==> config.mk <==
export PLATFORM = sky130hd
export DESIGN_NAME = calendar_month_grid
export DESIGN_NICKNAME = d
export VERILOG_FILES = /design/src/cmg_pkg.sv /design/src/cmg_sub_step.sv /design/src/cmg_grid.sv /design/src/calendar_month_grid.sv
export SDC_FILE = /design/constraint.sdc
export NUM_CORES = 1
export LEC_CHECK = 0
export ABC_CLOCK_PERIOD_IN_PS = 6730
export BUFFER_PORTS_ARGS = -buffer_cell sky130_fd_sc_hd__buf_4
export CORE_ASPECT_RATIO = 1.4
export CORE_MARGIN = 5
export CORE_UTILIZATION = 42
export DETAILED_ROUTE_END_ITERATION = 8
export PLACE_DENSITY = 0.64
export SLEW_MARGIN = 20
export SYNTH_ARGS = -nofsm -noshare
export SYNTH_HDL_FRONTEND = slang
export SYNTH_SLANG_ARGS = --single-unit
==> constraint.sdc <==
create_clock -name clock -period 6.73 [get_ports clock]
set_input_delay 1.346 -clock clock [delete_from_list [all_inputs] [get_ports clock]]
set_output_delay 1.346 -clock clock [all_outputs]
set_load 0.05 [all_outputs]
==> src/cmg_pkg.sv <==
// Shared types and constants for the month calendar grid block.
// No dependencies; used by every module in src.
package cmg_pkg;

   localparam int ACC_W = 12;

   localparam logic [11:0] YEAR_MIN    = 12'd1601;
   localparam logic [11:0] YEAR_MAX    = 12'd3000;
   localparam logic [3:0]  MONTH_JAN   = 4'd1;
   localparam logic [3:0]  MONTH_FEB   = 4'd2;
   localparam logic [3:0]  MONTH_APR   = 4'd4;
   localparam logic [3:0]  MONTH_JUN   = 4'd6;
   localparam logic [3:0]  MONTH_SEP   = 4'd9;
   localparam logic [3:0]  MONTH_NOV   = 4'd11;
   localparam logic [3:0]  MONTH_DEC   = 4'd12;

   localparam logic [11:0] DIV_CENTURY = 12'd100;
   localparam logic [11:0] DIV_WEEK    = 12'd7;
   localparam logic [8:0]  DAY_BIAS    = 9'd63;   // multiple of 7, keeps the sum positive
   localparam logic [6:0]  YY_WRAP     = 7'd99;

   localparam logic [4:0]  LEN_28      = 5'd28;
   localparam logic [4:0]  LEN_29      = 5'd29;
   localparam logic [4:0]  LEN_30      = 5'd30;
   localparam logic [4:0]  LEN_31      = 5'd31;

   localparam logic [5:0]  SPAN_4WK    = 6'd28;
   localparam logic [5:0]  SPAN_5WK    = 6'd35;
   localparam logic [5:0]  LASTK_4WK   = 6'd27;
   localparam logic [5:0]  LASTK_5WK   = 6'd34;
   localparam logic [5:0]  LASTK_6WK   = 6'd41;
   localparam logic [2:0]  COL_SUN     = 3'd6;

   typedef struct packed {
      logic [11:0] year;
      logic [3:0]  month;
   } req_type;

   typedef struct packed {
      logic [4:0] day_number;
      logic [2:0] weekday_column;
      logic [2:0] first_weekday;
      logic [4:0] month_length;
      logic       request_error;
      logic       last_cell;
   } rsp_type;

   typedef struct packed {
      logic       go;
      logic       err;
      logic [2:0] fw;
      logic [4:0] len;
   } grid_cmd_type;

   // floor((13*(m-2)-1)/5) with Jan/Feb taken as months 13/14
   function automatic logic [4:0] month_term(input logic [3:0] month);
      logic [4:0] t;
      case (month)
         4'd1:    t = 5'd28;
         4'd2:    t = 5'd31;
         4'd3:    t = 5'd2;
         4'd4:    t = 5'd5;
         4'd5:    t = 5'd7;
         4'd6:    t = 5'd10;
         4'd7:    t = 5'd12;
         4'd8:    t = 5'd15;
         4'd9:    t = 5'd18;
         4'd10:   t = 5'd20;
         4'd11:   t = 5'd23;
         4'd12:   t = 5'd25;
         default: t = 5'd0;
      endcase
      return t;
   endfunction

endpackage

==> src/cmg_sub_step.sv <==
// Shared compare-and-subtract step used for the century split and modulo 7.
// Depends on cmg_pkg.
module cmg_sub_step (
   input  logic [cmg_pkg::ACC_W-1:0] acc,
   input  logic [cmg_pkg::ACC_W-1:0] divisor,
   output logic                      ge,
   output logic [cmg_pkg::ACC_W-1:0] diff
);

   assign ge   = (acc >= divisor);
   assign diff = acc - divisor;

endmodule

==> src/cmg_grid.sv <==
// Cell emitter: walks the month grid one beat per cycle into the output register while the receiver does not stall.
// Depends on cmg_pkg.
module cmg_grid (
   input  logic                  clock,
   input  logic                  reset,
   input  cmg_pkg::grid_cmd_type cmd,
   output logic                  busy,
   output logic                  rsp_valid,
   input  logic                  rsp_stall,
   output cmg_pkg::rsp_type      rsp_data
);

   logic             busy_ff, busy_in;
   logic             err_ff, err_in;
   logic [2:0]       fw_ff, fw_in;
   logic [4:0]       len_ff, len_in;
   logic [5:0]       k_ff, k_in;
   logic [2:0]       col_ff, col_in;
   logic [5:0]       lastk_ff, lastk_in;
   logic             rsp_valid_ff, rsp_valid_in;
   cmg_pkg::rsp_type rsp_data_ff, rsp_data_in;

   logic             out_free;
   logic [5:0]       span;
   logic [5:0]       end_k;
   logic [5:0]       rel_k;
   logic             in_month;
   logic             is_last;

   assign out_free = !rsp_valid_ff || !rsp_stall;
   assign span     = {3'd0, cmd.fw} + {1'b0, cmd.len};
   assign end_k    = {3'd0, fw_ff} + {1'b0, len_ff};
   assign rel_k    = k_ff - {3'd0, fw_ff};
   assign in_month = (k_ff >= {3'd0, fw_ff}) && (k_ff < end_k);
   assign is_last  = err_ff || (k_ff == lastk_ff);

   always_comb begin
      busy_in      = busy_ff;
      err_in       = err_ff;
      fw_in        = fw_ff;
      len_in       = len_ff;
      k_in         = k_ff;
      col_in       = col_ff;
      lastk_in     = lastk_ff;
      rsp_valid_in = rsp_valid_ff && rsp_stall;
      rsp_data_in  = rsp_data_ff;
      if (cmd.go) begin
         busy_in  = 1'b1;
         err_in   = cmd.err;
         fw_in    = cmd.fw;
         len_in   = cmd.len;
         k_in     = 6'd0;
         col_in   = 3'd0;
         if (span <= cmg_pkg::SPAN_4WK) begin
            lastk_in = cmg_pkg::LASTK_4WK;
         end else if (span <= cmg_pkg::SPAN_5WK) begin
            lastk_in = cmg_pkg::LASTK_5WK;
         end else begin
            lastk_in = cmg_pkg::LASTK_6WK;
         end
      end else if (busy_ff && out_free) begin
         rsp_valid_in = 1'b1;
         if (err_ff) begin
            rsp_data_in = '0;
            rsp_data_in.request_error = 1'b1;
         end else begin
            rsp_data_in.day_number     = in_month ? 5'(rel_k + 6'd1) : 5'd0;
            rsp_data_in.weekday_column = col_ff;
            rsp_data_in.first_weekday  = fw_ff;
            rsp_data_in.month_length   = len_ff;
            rsp_data_in.request_error  = 1'b0;
         end
         rsp_data_in.last_cell = is_last;
         k_in   = k_ff + 6'd1;
         col_in = (col_ff == cmg_pkg::COL_SUN) ? 3'd0 : col_ff + 3'd1;
         if (is_last) begin
            busy_in = 1'b0;
         end
      end
   end

   always_ff @(posedge clock) begin
      if (reset) begin
         busy_ff      <= 1'b0;
         rsp_valid_ff <= 1'b0;
      end else begin
         busy_ff      <= busy_in;
         rsp_valid_ff <= rsp_valid_in;
      end
      err_ff      <= err_in;
      fw_ff       <= fw_in;
      len_ff      <= len_in;
      k_ff        <= k_in;
      col_ff      <= col_in;
      lastk_ff    <= lastk_in;
      rsp_data_ff <= rsp_data_in;
   end

   assign busy      = busy_ff;
   assign rsp_valid = rsp_valid_ff;
   assign rsp_data  = rsp_data_ff;

endmodule

==> src/calendar_month_grid.sv <==
// Top level of the month calendar grid block: request sequencer and unit wiring.
// Depends on cmg_pkg, cmg_sub_step and cmg_grid.
//
// Use: a request beat on req_ (year, month) produces the Monday-first grid of
// that month on rsp_, one cell per beat: leading blanks, days 1..N, trailing
// blanks to the end of the week. The final cell carries last_cell. A year
// outside 1601..3000 or a month outside 1..12 gives one error beat.
// Timing: one compare-subtract unit first splits the year by 100 (up to 30
// steps, one per cycle), then reduces the weekday sum modulo 7 (up to 27
// steps). The grid then drives 28, 35 or 42 beats, one per cycle when the
// receiver does not stall. req_stall stays high until the last beat of the
// current request has been loaded into the output register. When rsp_stall
// is high while a beat is valid, the output register holds that beat and the
// emitter waits. Reset is synchronous; it drops all pending beats and returns
// the block to idle.
module calendar_month_grid (
   input  logic             clock,
   input  logic             reset,
   input  logic             req_valid,
   output logic             req_stall,
   input  cmg_pkg::req_type req_data,
   output logic             rsp_valid,
   input  logic             rsp_stall,
   output cmg_pkg::rsp_type rsp_data
);

   localparam logic [1:0] ST_IDLE = 2'd0;
   localparam logic [1:0] ST_DIV  = 2'd1;
   localparam logic [1:0] ST_MOD  = 2'd2;

   logic [1:0]                state_ff, state_in;
   logic [cmg_pkg::ACC_W-1:0] acc_ff, acc_in;
   logic [4:0]                cen_ff, cen_in;
   logic [3:0]                month_ff, month_in;
   logic [1:0]                ylo_ff, ylo_in;
   logic [4:0]                len_ff, len_in;

   logic [cmg_pkg::ACC_W-1:0] divisor;
   logic                      ge;
   logic [cmg_pkg::ACC_W-1:0] diff;
   logic                      grid_busy;
   cmg_pkg::grid_cmd_type     cmd;
   logic                      accept;
   logic                      bad_req;

   logic [6:0]                yy;
   logic                      early;
   logic                      yy_zero;
   logic [6:0]                yy_adj;
   logic [4:0]                cen_adj;
   logic [8:0]                dsum;
   logic                      leap;
   logic [2:0]                rem;

   assign req_stall = (state_ff != ST_IDLE) || grid_busy;
   assign accept    = req_valid && !req_stall;
   assign bad_req   = (req_data.year < cmg_pkg::YEAR_MIN) || (req_data.year > cmg_pkg::YEAR_MAX)
                      || (req_data.month < cmg_pkg::MONTH_JAN)
                      || (req_data.month > cmg_pkg::MONTH_DEC);

   assign divisor = (state_ff == ST_MOD) ? cmg_pkg::DIV_WEEK : cmg_pkg::DIV_CENTURY;

   cmg_sub_step u_sub (
      .acc     (acc_ff),
      .divisor (divisor),
      .ge      (ge),
      .diff    (diff)
   );

   assign yy      = acc_ff[6:0];
   assign early   = (month_ff <= cmg_pkg::MONTH_FEB);
   assign yy_zero = (yy == 7'd0);
   assign yy_adj  = !early ? yy : (yy_zero ? cmg_pkg::YY_WRAP : yy - 7'd1);
   assign cen_adj = (early && yy_zero) ? cen_ff - 5'd1 : cen_ff;
   assign dsum    = {4'd0, cmg_pkg::month_term(month_ff)} + {4'd0, yy_adj[6:2]}
                    + {6'd0, cen_adj[4:2]} + 9'd1 + {2'd0, yy_adj} + cmg_pkg::DAY_BIAS
                    - {3'd0, cen_adj, 1'b0};
   assign leap    = (ylo_ff == 2'd0) && (!yy_zero || (cen_ff[1:0] == 2'd0));
   assign rem     = acc_ff[2:0];

   always_comb begin
      state_in = state_ff;
      acc_in   = acc_ff;
      cen_in   = cen_ff;
      month_in = month_ff;
      ylo_in   = ylo_ff;
      len_in   = len_ff;
      cmd      = '0;
      case (state_ff)
         ST_IDLE: begin
            if (accept) begin
               if (bad_req) begin
                  cmd.go  = 1'b1;
                  cmd.err = 1'b1;
               end else begin
                  acc_in   = req_data.year;
                  cen_in   = 5'd0;
                  month_in = req_data.month;
                  ylo_in   = req_data.year[1:0];
                  state_in = ST_DIV;
               end
            end
         end
         ST_DIV: begin
            if (ge) begin
               acc_in = diff;
               cen_in = cen_ff + 5'd1;
            end else begin
               acc_in = {3'd0, dsum};
               if (month_ff == cmg_pkg::MONTH_FEB) begin
                  len_in = leap ? cmg_pkg::LEN_29 : cmg_pkg::LEN_28;
               end else if ((month_ff == cmg_pkg::MONTH_APR) || (month_ff == cmg_pkg::MONTH_JUN)
                            || (month_ff == cmg_pkg::MONTH_SEP)
                            || (month_ff == cmg_pkg::MONTH_NOV)) begin
                  len_in = cmg_pkg::LEN_30;
               end else begin
                  len_in = cmg_pkg::LEN_31;
               end
               state_in = ST_MOD;
            end
         end
         ST_MOD: begin
            if (ge) begin
               acc_in = diff;
            end else begin
               cmd.go   = 1'b1;
               cmd.err  = 1'b0;
               cmd.fw   = (rem == 3'd0) ? cmg_pkg::COL_SUN : rem - 3'd1;
               cmd.len  = len_ff;
               state_in = ST_IDLE;
            end
         end
         default: begin
            state_in = ST_IDLE;
         end
      endcase
   end

   always_ff @(posedge clock) begin
      if (reset) begin
         state_ff <= ST_IDLE;
      end else begin
         state_ff <= state_in;
      end
      acc_ff   <= acc_in;
      cen_ff   <= cen_in;
      month_ff <= month_in;
      ylo_ff   <= ylo_in;
      len_ff   <= len_in;
   end

   cmg_grid u_grid (
      .clock     (clock),
      .reset     (reset),
      .cmd       (cmd),
      .busy      (grid_busy),
      .rsp_valid (rsp_valid),
      .rsp_stall (rsp_stall),
      .rsp_data  (rsp_data)
   );

endmodule
**After elaboration in Yosys (flattened, before gate mapping)**

Memories as Yosys holds them, arrays and structs flattened. A register that Yosys moved wholly into a read port is not among the register bits.
Index checks and enable logic that the tools add are counted.
Widths: inputs -> output; s select.

- Register bits after elaboration: 74
- Bits in read-only memories: 80
- Input bits: 20
- Output and inout bits: 20
- Word-level logic and storage cells: 141
- Memories: 1

- $add $sub $neg: 17
- Order comparisons: 10
- Eq/ne operators: 15
- Multiplexer cells: 36
- Bitwise operators: 4
- Reductions and logical operators: 38

Memories:

| name | depth | width | rd ports | clocked after memory_dff | write ports | RTL line | source |
|---|---|---|---|---|---|---|---|
| (name not given) | 16 | 5 | 1 | 1 | 0 | cmg_pkg.sv:58 | `case (month)` |

Operators with widths:

| cell | count |
|---|---|
| $mux 12 | 4 |
| $pmux 12 s3 | 1 |
| $mux 7 | 3 |
| $mux 5 | 4 |
| $mux 2 | 7 |
| $add 3x5->6 | 2 |
| $ge 12x7->1 | 1 |
| $gt 12x12->1 const B | 1 |
| $lt 12x11->1 const B | 1 |
| $ne 2x2->1 const B | 6 |
| $reduce_and 4->1 | 3 |
| $sub 12x7->12 | 1 |
| $add 5x1->5 const B | 2 |
| $logic_or 1x1->1 | 10 |
| $mux 10 | 1 |
| $pmux 5 s2 | 1 |
| $add 8x7->9 | 1 |
| $add 9x6->9 const B | 1 |
| $sub 9x6->9 | 1 |
| $add 7x1->8 const B | 1 |
| $eq 4x3->1 const B | 2 |
| $eq 4x4->1 const B | 2 |
| $mux 1 | 8 |
| $mux 4 | 2 |
| other kinds (35) | 54 |

**Longest topological paths before layout**

Gate-level depths: netlist (run 1).

- Word-level depth: 11
- Mapped depth: 20
- Mapped depth without buffers: 20

**Modules after synthesis**

From an unflattened synthesis (run 1), not the netlist that was laid out.

- Cell total of the unflattened synthesis: 593
- Area, all modules: 5726.7 sq um

Modules (own cells, without submodules):

| module | times used | cells an instance | area an instance (sq um) | seq. area each (sq um) |
|---|---|---|---|---|
| calendar_month_grid | 1 | 304 | 2849.0 | 890.9 |
| cmg_grid | 1 | 193 | 2217.1 | 1151.1 |
| cmg_sub_step | 1 | 96 | 660.6 | 0.0 |

**Least setup slack after synthesis (run 1)**

OpenSTA, ideal clock, no wires.

- Path type: reg2reg
- Start point: register month_ff[3]
- End point: register acc_ff[6] in the netlist's numbering (data pin)
- Library setup time: 256 ps
- Arrival: 4404 ps
- Required time: 6474 ps
- Setup slack: 2070 ps
- Stages on the path, launching flop included: 19
- Path buffers: 1
- Period minus slack after synthesis: 4660 ps
- Cell sequence: edfxtp_1 > buf_2 > a211oi_1 > nand2_1 > or4_1 > and2_1 > inv_1 > fa_1 > inv_1 > fa_1 > fa_1 > inv_1 > ha_1 > a211o_1 > o211ai_1 > and3b_1 > nor4b_1 > o21a_1 > o22a_1

- Longest elaborated chain between the ends: 10
- Elaborated cells on any way between the ends: 12
- Those cells by class: 6 x add/sub; 1 x order compare; 4 x mux; 1 x reduce/logical

Ends and longest elaborated chain:

| element | RTL line | source |
|---|---|---|
| start, declared | calendar_month_grid.sv:34 | `logic [3:0] month_ff, month_in;` |
| start signal, assigned | calendar_month_grid.sv:147 | `month_ff <= month_in;` |
| $le 4x2->1 * | calendar_month_grid.sv:71 | `assign early = (month_ff <= cmg_pkg::MONTH_FEB);` |
| $mux 7 or $logic_and 1x1->1 (tied branches) | calendar_month_grid.sv:73, calendar_month_grid.sv:74 |  |
| $add 5x5->6 or $mux 5 (tied branches) | calendar_month_grid.sv:75, calendar_month_grid.sv:74 |  |
| $add 6x3->7 | calendar_month_grid.sv:76 | `+ {6'd0, cen_adj[4:2]} + 9'd1 + {2'd0, yy_adj} + cmg_pkg::DAY_BIAS` |
| $add 7x1->8 | calendar_month_grid.sv:76 |  |
| $add 8x7->9 | calendar_month_grid.sv:76 |  |
| $add 9x6->9 | calendar_month_grid.sv:76 |  |
| $sub 9x6->9 * | calendar_month_grid.sv:77 | `- {3'd0, cen_adj, 1'b0};` |
| $mux 12 * | calendar_month_grid.sv:105 | `if (ge) begin` |
| $pmux 12 s3 * | calendar_month_grid.sv:89 | `case (state_ff)` |
| net acc_in (one bit) | calendar_month_grid.sv:32 | `logic [cmg_pkg::ACC_W-1:0] acc_ff, acc_in;` |
| end signal, assigned | calendar_month_grid.sv:145 | `acc_ff <= acc_in;` |
| end, declared | calendar_month_grid.sv:32 |  |

The timed path passes the listed nets; every way through them passes the cells marked *.
A chain may end at the register's enable or synchronous reset.

**Worst setup path after layout (run 1)**

Same ends and word-level chain as after synthesis.

==> results of run 1 <==
[cell families after synthesis]
| kind of cell | Yosys count | share of synthesized area, % |
|---|---|---|
| AO/OA/AOI/OAI | 124 | 15.4 |
| XOR/XNOR | 29 | 4.82 |
| adder cells (fa/ha/maj) | 72 | 19.4 |
| buffers and inverters | 73 | 5.65 |
| flip-flops | 70 | 36.4 |
| multiplexers | 11 | 2.16 |
| AND/OR/NAND/NOR | 166 | 16.1 |
[area by class of cell]
type,count,area (um2)
tap,150,188
sequential,70,1920
inverter,59,221
timing repair buffer,42,315
fill,1123,6320
clock inverter,7,62.6
multi-input combinational,402,3050
clock buffer,9,225
[per-layer routing]
| metal | part of all wire, % | wire length [um] | vias up | track usage, % |
|---|---|---|---|---|
| met5 | 0 | 0 | - | 0 |
| met4 | 3.2 | 375 | 0 | 7.61 |
| li1 | - | - | 2019 | - |
| met1 | 38 | 4380 | 1973 | 16.7 |
| met2 | 55 | 6390 | 96 | 30.9 |
| met3 | 3.7 | 425 | 31 | 3.27 |
[flip-flops by register name (all words and copies together), names as in the netlist, 2 cells and up, named ones only]
name	flops
u_grid.rsp_data	16
ylo_ff	2
u_grid.fw_ff	3
u_grid.col_ff	3
cen_ff	5
u_grid.k_ff	6
len_ff	2
u_grid.len_ff	3
month_ff	4
acc_ff	12
state_ff	2
u_grid.lastk_ff	4
[per-stage QoR]
step | cells | area (um2) | hold WS (ns) | utilization [%] | power, W
floorplan | 545 | 5270 | 0.450 | - | 0.000875
global placement | 723 | 5700 | 0.492 | 46.3 | 0.000975
detailed placement | 723 | 5700 | 0.500 | 46.3 | 0.000984
CTS | 739 | 5990 | 0.512 | 48.6 | 0.00145
global route | 739 | 5990 | 0.546 | 48.6 | 0.00154
finish | 739 | 5990 | 0.501 | 48.6 | 0.00144
[worst max-delay path, stage by stage (launching register included)]
cell,delay (ns)
edfxtp_1,0.52
a211oi_1,0.49
nand2_1,0.16
or4_1,0.49
and2_1,0.18
inv_1,0.08
fa_1,0.42
inv_1,0.09
fa_1,0.44
fa_1,0.57
inv_1,0.06
ha_1,0.31
a211o_1,0.30
o211ai_1,0.15
a21oi_1,0.14
nor4b_1,0.33
o21a_1,0.15
o22a_1,0.13
[worst paths after layout]
kind	slack, ns	to	from
worst min register to register	0.50	u_grid.rsp_valid$_SDFF_PP0_	u_grid.busy$_SDFFE_PP0P_
worst max register to register	1.60	acc_ff[6]$_DFFE_PP_	month_ff[3]$_DFFE_PP_
worst min-delay path	0.50	u_grid.rsp_valid$_SDFF_PP0_	u_grid.busy$_SDFFE_PP0P_
worst max-delay path	1.60	acc_ff[6]$_DFFE_PP_	month_ff[3]$_DFFE_PP_
[synthesized netlist by cell type, types with 3 or more instances]
cell type and instances:
nand2_1 24, o21ai_1 4, nand2b_1 6, or3_1 4, xor2_1 11, o22ai_1 3
xnor2_1 18, nor3_1 12, a211oi_1 3, dfxtp_1 18, nor4_1 5, nor2_1 58
a211o_1 4, nor2b_1 11, clkbuf_1 6, o2111ai_1 3, o211ai_1 4, ha_1 56
edfxtp_1 52, a21o_1 4, a21oi_1 33, o21ai_0 24, and2_1 6, a31oi_1 8
inv_1 58, and3_1 7, nand3_1 11, fa_1 16, o21a_1 8, buf_2 4
buf_4 3, mux2i_1 8
[power by group through the flow]
| stage | logic, W | registers [W] | clock network [W] |
|---|---|---|---|
| after floorplan | 0.000320 | 0.000556 | 0 |
| after global placement | 0.000428 | 0.000547 | 0 |
| after detailed placement | 0.000436 | 0.000548 | 0 |
| after CTS | 0.000442 | 0.000539 | 0.000472 |
| after global routing | 0.000496 | 0.000545 | 0.000498 |
| final | 0.000440 | 0.000539 | 0.000461 |
==> impl_metrics.toml, run 1 <==
[setup_path]
crit_required_ns = 6.93
worst_setup_path_start_kind = "flip-flop"
cp_max_fo = 9
end_kind = "flip-flop"
cp.arrival_ns = 5.33
crit_type = "flip-flop to flip-flop"
r2r_cells = 17

[hold_path]
whs_path_depth = 2
hold_class = "flip-flop to flip-flop"

[power_and_ir_drop]
sw_frac_of_total_pct = 34.1
p_leak_nw = 2.47
power.net_switching_w = 0.000490
cellPowerDensity_nw_per_um2 = 240
p_clk_share_pct = 32.0
pwr-share-seq_pct = 37.4
peakVddDrop_mv = 0.156
p_int_w = 0.000949
comb_power_share_pct = 30.5

[clocking]
root_buffer = "clkbuf_16"
cts_tree = "yes"
htreeDepth = 3
ctsHoldBuffers = 0
cts_sinks = 70
cts.reportedPaths.clkPinSlew_ns = 0.07
insertion_delay_ns = 0.34
post-cts-setup-buffer-count = 0
cts-resized-gates = 0
cts_made_buffers = 9
clockBufferDepth = 2

[detailed_routing]
vias_per_cell = 5.57
firstDrtPassIters = 4
drc_errors = 0
first_iter_violations = 176
antenna_left = 0
routed_wl_um = 11600
wire_per_inst_um = 15.7
vias = 4119

[sta]
fin_skew_ns = 0.0107
fin_crit_ns = 5.13
slew_violations = 0
setup_violations = 0
post-route-period-util_pct = 76.2
rsz0062_at_grt = "no"
finalHoldViolations = 0
max_freq_mhz = 195
slew-limit-headroom_pct = 55.0
layout_setup_ws_ns = 1.60
worst_pin_slew_ns = 0.674
finalSetupTns_ns = 0

[floorplan]
die_area_um2 = 14900
rows = 48
die_h_um = 143
initial_core_util_pct = 42.8
die_w_um = 105
ios = 40
core_region_area_um2 = 12300

[global_routing]
antenna_found_initial = 0
grt_pass1_wl_um = 19500
grt_max_degree = 23
grt_use_total_pct = 16.2
grt_pass1_vias = 4123
grt-ovfl-total = 0

[yosys]
yosys_warnings = 0
synthTopCellsByArea = "edfxtp_1 (30%), ha_1 (13%), dfxtp_1 (6.8%), fa_1 (6.1%), inv_1 (4.1%)"
synthCells = 545
ys_types = 75
ys_async_sr_fraction_pct = 0
syn-num-nets = 637
ys_seq_area_share_pct = 36.4
synth_edf_count = 52
synth_top_area_share_pct = 29.6
synthesis.area_um2 = 5270
dominantRegCellSynth = "edfxtp_1"
yosysTopAreaCell = "edfxtp_1"
ys_seq_elements = 70
syn_area_per_cell_um2 = 9.68

[final_layout]
mostFrequentLayoutCells = "inv_1 (58), nor2_1 (58), ha_1 (56)"
layout-drive-gt1-share_pct = 12.9
antenna_cells = 0
nNetsFinal = 676
syn_to_final_growth_pct = 13.5

[run_status]
status = "finished, final reports clean"

[job]
maxCapViolCount = 0

[placement]
dp.final_hpwl_um = 9200
routabilityCongestion = 0.862
port_buffers = 39
place_ws_ns = 1.65
Power figures use the tool's default switching activity.
==> inputs of run 2 (changes only) <==
- ABC_AREA: default -> 1
- ABC_CLOCK_PERIOD_IN_PS: 6730 -> 4310
- PLACE_DENSITY: 0.64 -> 0.66
- clock period: 6.73 -> 4.31 ns (I/O delays scaled with it)
==> run 2 against run 1 <==
The flow now finishes with violations (negative setup slack). Die area up 1.5%. Clock skew about the same. Synthesized cell count up 19%. Critical path type unchanged. Highest routed layer unchanged. Setup slack worse by 1.6 ns. First-iteration DRC count up 51%. Final cell count up 18%. Critical endpoint is now acc_ff[4]$_DFFE_PP_.
==> impl_metrics.toml, run 2 <==
[clocking]
cts_sinks = 70
clockBufferDepth = 2
cts.reportedPaths.clkPinSlew_ns = 0.06
insertion_delay_ns = 0.33
cts_tree = "yes"
ctsHoldBuffers = 0
cts_made_buffers = 9
htreeDepth = 3
root_buffer = "clkbuf_16"

[global_routing]
grt_max_degree = 21
grt_pass1_wl_um = 20700
grt_use_total_pct = 17.2
antenna_found_initial = 0
grt-ovfl-total = 0
grt_pass1_vias = 4641

[floorplan]
core_region_area_um2 = 12400
ios = 40
die_h_um = 144
die_w_um = 105
rows = 48
initial_core_util_pct = 43.1
die_area_um2 = 15100

[sta]
slew_violations = 0
finalSetupTns_ns = -0.0702
rsz0062_at_grt = "yes"
max_freq_mhz = 230
worst_pin_slew_ns = 0.720
post-route-period-util_pct = 101
fin_skew_ns = 0.0106
setup_violations = 4
slew-limit-headroom_pct = 51.9
finalHoldViolations = 0
layout_setup_ws_ns = -0.0331
fin_crit_ns = 4.34

[placement]
placed_cells = 846
dp.final_hpwl_um = 10200
place_ws_ns = -0.108
port_buffers = 39
dpl-instance-area_um2 = 5930
routabilityCongestion = 0.976

[power_and_ir_drop]
cellPowerDensity_nw_per_um2 = 446
p_leak_nw = 2.99
peakVddDrop_mv = 0.288

[final_layout]
stdcell_area_um2 = 6490
syn_to_final_growth_pct = 21.2
final_cells = 871
nNetsFinal = 808
layout-drive-gt1-share_pct = 20.9
fillers = 1107
layout_commonest_cell = "nand2_1"
mostFrequentLayoutCells = "nand2_1 (125), inv_1 (96), nor2_1 (73)"
final_util_pct = 52.2
largest_reg_flops = 16
antenna_cells = 0

[detailed_routing]
antenna_left = 0
routed_wl_um = 13000
firstDrtPassIters = 5
first_iter_violations = 265
wire_per_inst_um = 14.9
vias_per_cell = 5.25
vias = 4575
drc_errors = 0

[setup_path]
crit_start = "acc_ff[1]$_DFFE_PP_"
worst_setup_path_start_kind = "flip-flop"
cp_max_fo = 6
crit_required_ns = 4.38
crit_type = "flip-flop to flip-flop"
r2r_start = "acc_ff[1]$_DFFE_PP_"
cp.arrival_ns = 4.42
end_kind = "flip-flop"

[yosys]
ys_types = 44
yosysMostFrequentCell = "nand2_1"
dominantRegCellSynth = "edfxtp_1"
synthCells = 646
ys_seq_area_share_pct = 35.9
synth_common_cells = "nand2_1 (129), inv_1 (103), nor2_1 (75)"
synth_edf_count = 52
ys_seq_elements = 70
syn_area_per_cell_um2 = 8.29
synthesis.area_um2 = 5360
yosys_warnings = 0
synth_top_area_share_pct = 29.1
syn-num-nets = 738
yosysTopAreaCell = "edfxtp_1"
ys_async_sr_fraction_pct = 0
synthTopCellsByArea = "edfxtp_1 (29%), ha_1 (13%), nand2_1 (9.0%), inv_1 (7.2%), dfxtp_1 (6.7%)"

[run_status]
status = "finished with violations"
violations = "negative setup slack"

[hold_path]
hold_class = "flip-flop to flip-flop"
min_from = "u_grid.busy$_SDFFE_PP0P_"

[job]
maxCapViolCount = 0
==> run 2: cell types whose count changed after synthesis, sizes merged, moves of 7 or more <==
cell / change
nor2b: -11
and3: -7
mux2i: -8
nand3: +29
xnor2: -11
o21a: -7
nand4: +7
inv: +52
and2: -8
nor2: +23
nand2: +113
==> run 2: layout make-up <==
type	count	area [um2]	area share (%)
multi-input cells	460	3200	49.3
flip-flops and latches	70	1920	29.6
repair buffers	63	473	7.28
inverters	112	423	6.51
clock buffers	12	236	3.64
well taps	150	188	2.89
clock inverters	4	48.8	0.751
==> run 2: routing by layer <==
metal / routed length (um) / GRT usage, % / part of all wire, %
met2: 6950 / 32.9 / 54
met1: 4890 / 17.1 / 38
met5: 0 / 0 / 0
met3: 548 / 3.10 / 4.2
met4: 572 / 10.5 / 4.4
==> run 2: where the power goes <==
group | switching [W] | leakage, nW | internal [W]
clock network | 0.000276 | 0.141 | 0.000448
logic | 0.000753 | 2.22 | 0.000575
registers | 0.0000485 | 0.628 | 0.000799
==> run 2: timing repair <==
item                                    4_1_cts  5_1_grt
cloned                                        0        0
resized for setup                             9       37
pin swaps                                     3       42
buffers inserted                              1        8
endpoints found under the setup margin        5        9
hold endpoints to repair                      0        0
==> run 2: final timing paths <==
path	endpoint	slack, ns	cells past startpoint
setup reg to reg	acc_ff[4]$_DFFE_PP_	-0.03	24
hold / removal	u_grid.rsp_valid$_SDFF_PP0_	0.47	2
setup / recovery	acc_ff[4]$_DFFE_PP_	-0.03	24
hold reg to reg	u_grid.rsp_valid$_SDFF_PP0_	0.47	2
==> run 2: metrics by stage <==
step | hold slack (ns) | power (W)
floorplan | 0.424 | 0.00156
global placement | 0.461 | 0.00179
detailed placement | 0.460 | 0.00182
CTS | 0.469 | 0.00263
global route | 0.520 | 0.00305
finish | 0.473 | 0.00290
==> run 2: worst max-delay path, stage by stage (launching register included) <==
cell and delay [ns]:
edfxtp_1 0.41, inv_2 0.11, ha_4 0.15, nand3_4 0.08
nor2_1 0.11, nand2_1 0.10, nor2_2 0.12, inv_2 0.07
nor2_8 0.16, inv_4 0.08, nand3_4 0.07, inv_2 0.04
fa_1 0.53, inv_1 0.05, fa_1 0.47, fa_2 0.60
inv_2 0.06, ha_4 0.17, nand2_4 0.06, nand2_4 0.06
a31oi_4 0.17, xor2_1 0.16, nor2_1 0.05, nor2_1 0.10
a21oi_1 0.09
==> run 2: kinds of logic (layout without fill, tap and decap cells) <==
logic type | count (synthesis) | after routing | share of synthesized area [%]
and+or+nand+nor | 284 | 284 | 24.1
AOI/OAI and AO/OA | 80 | 80 | 8.78
adders and majority gates | 72 | 72 | 19.1
buffers and inverters | 116 | 191 | 8.27
DFF | 70 | 70 | 35.9
xor gates and xnor gates | 24 | 24 | 3.92
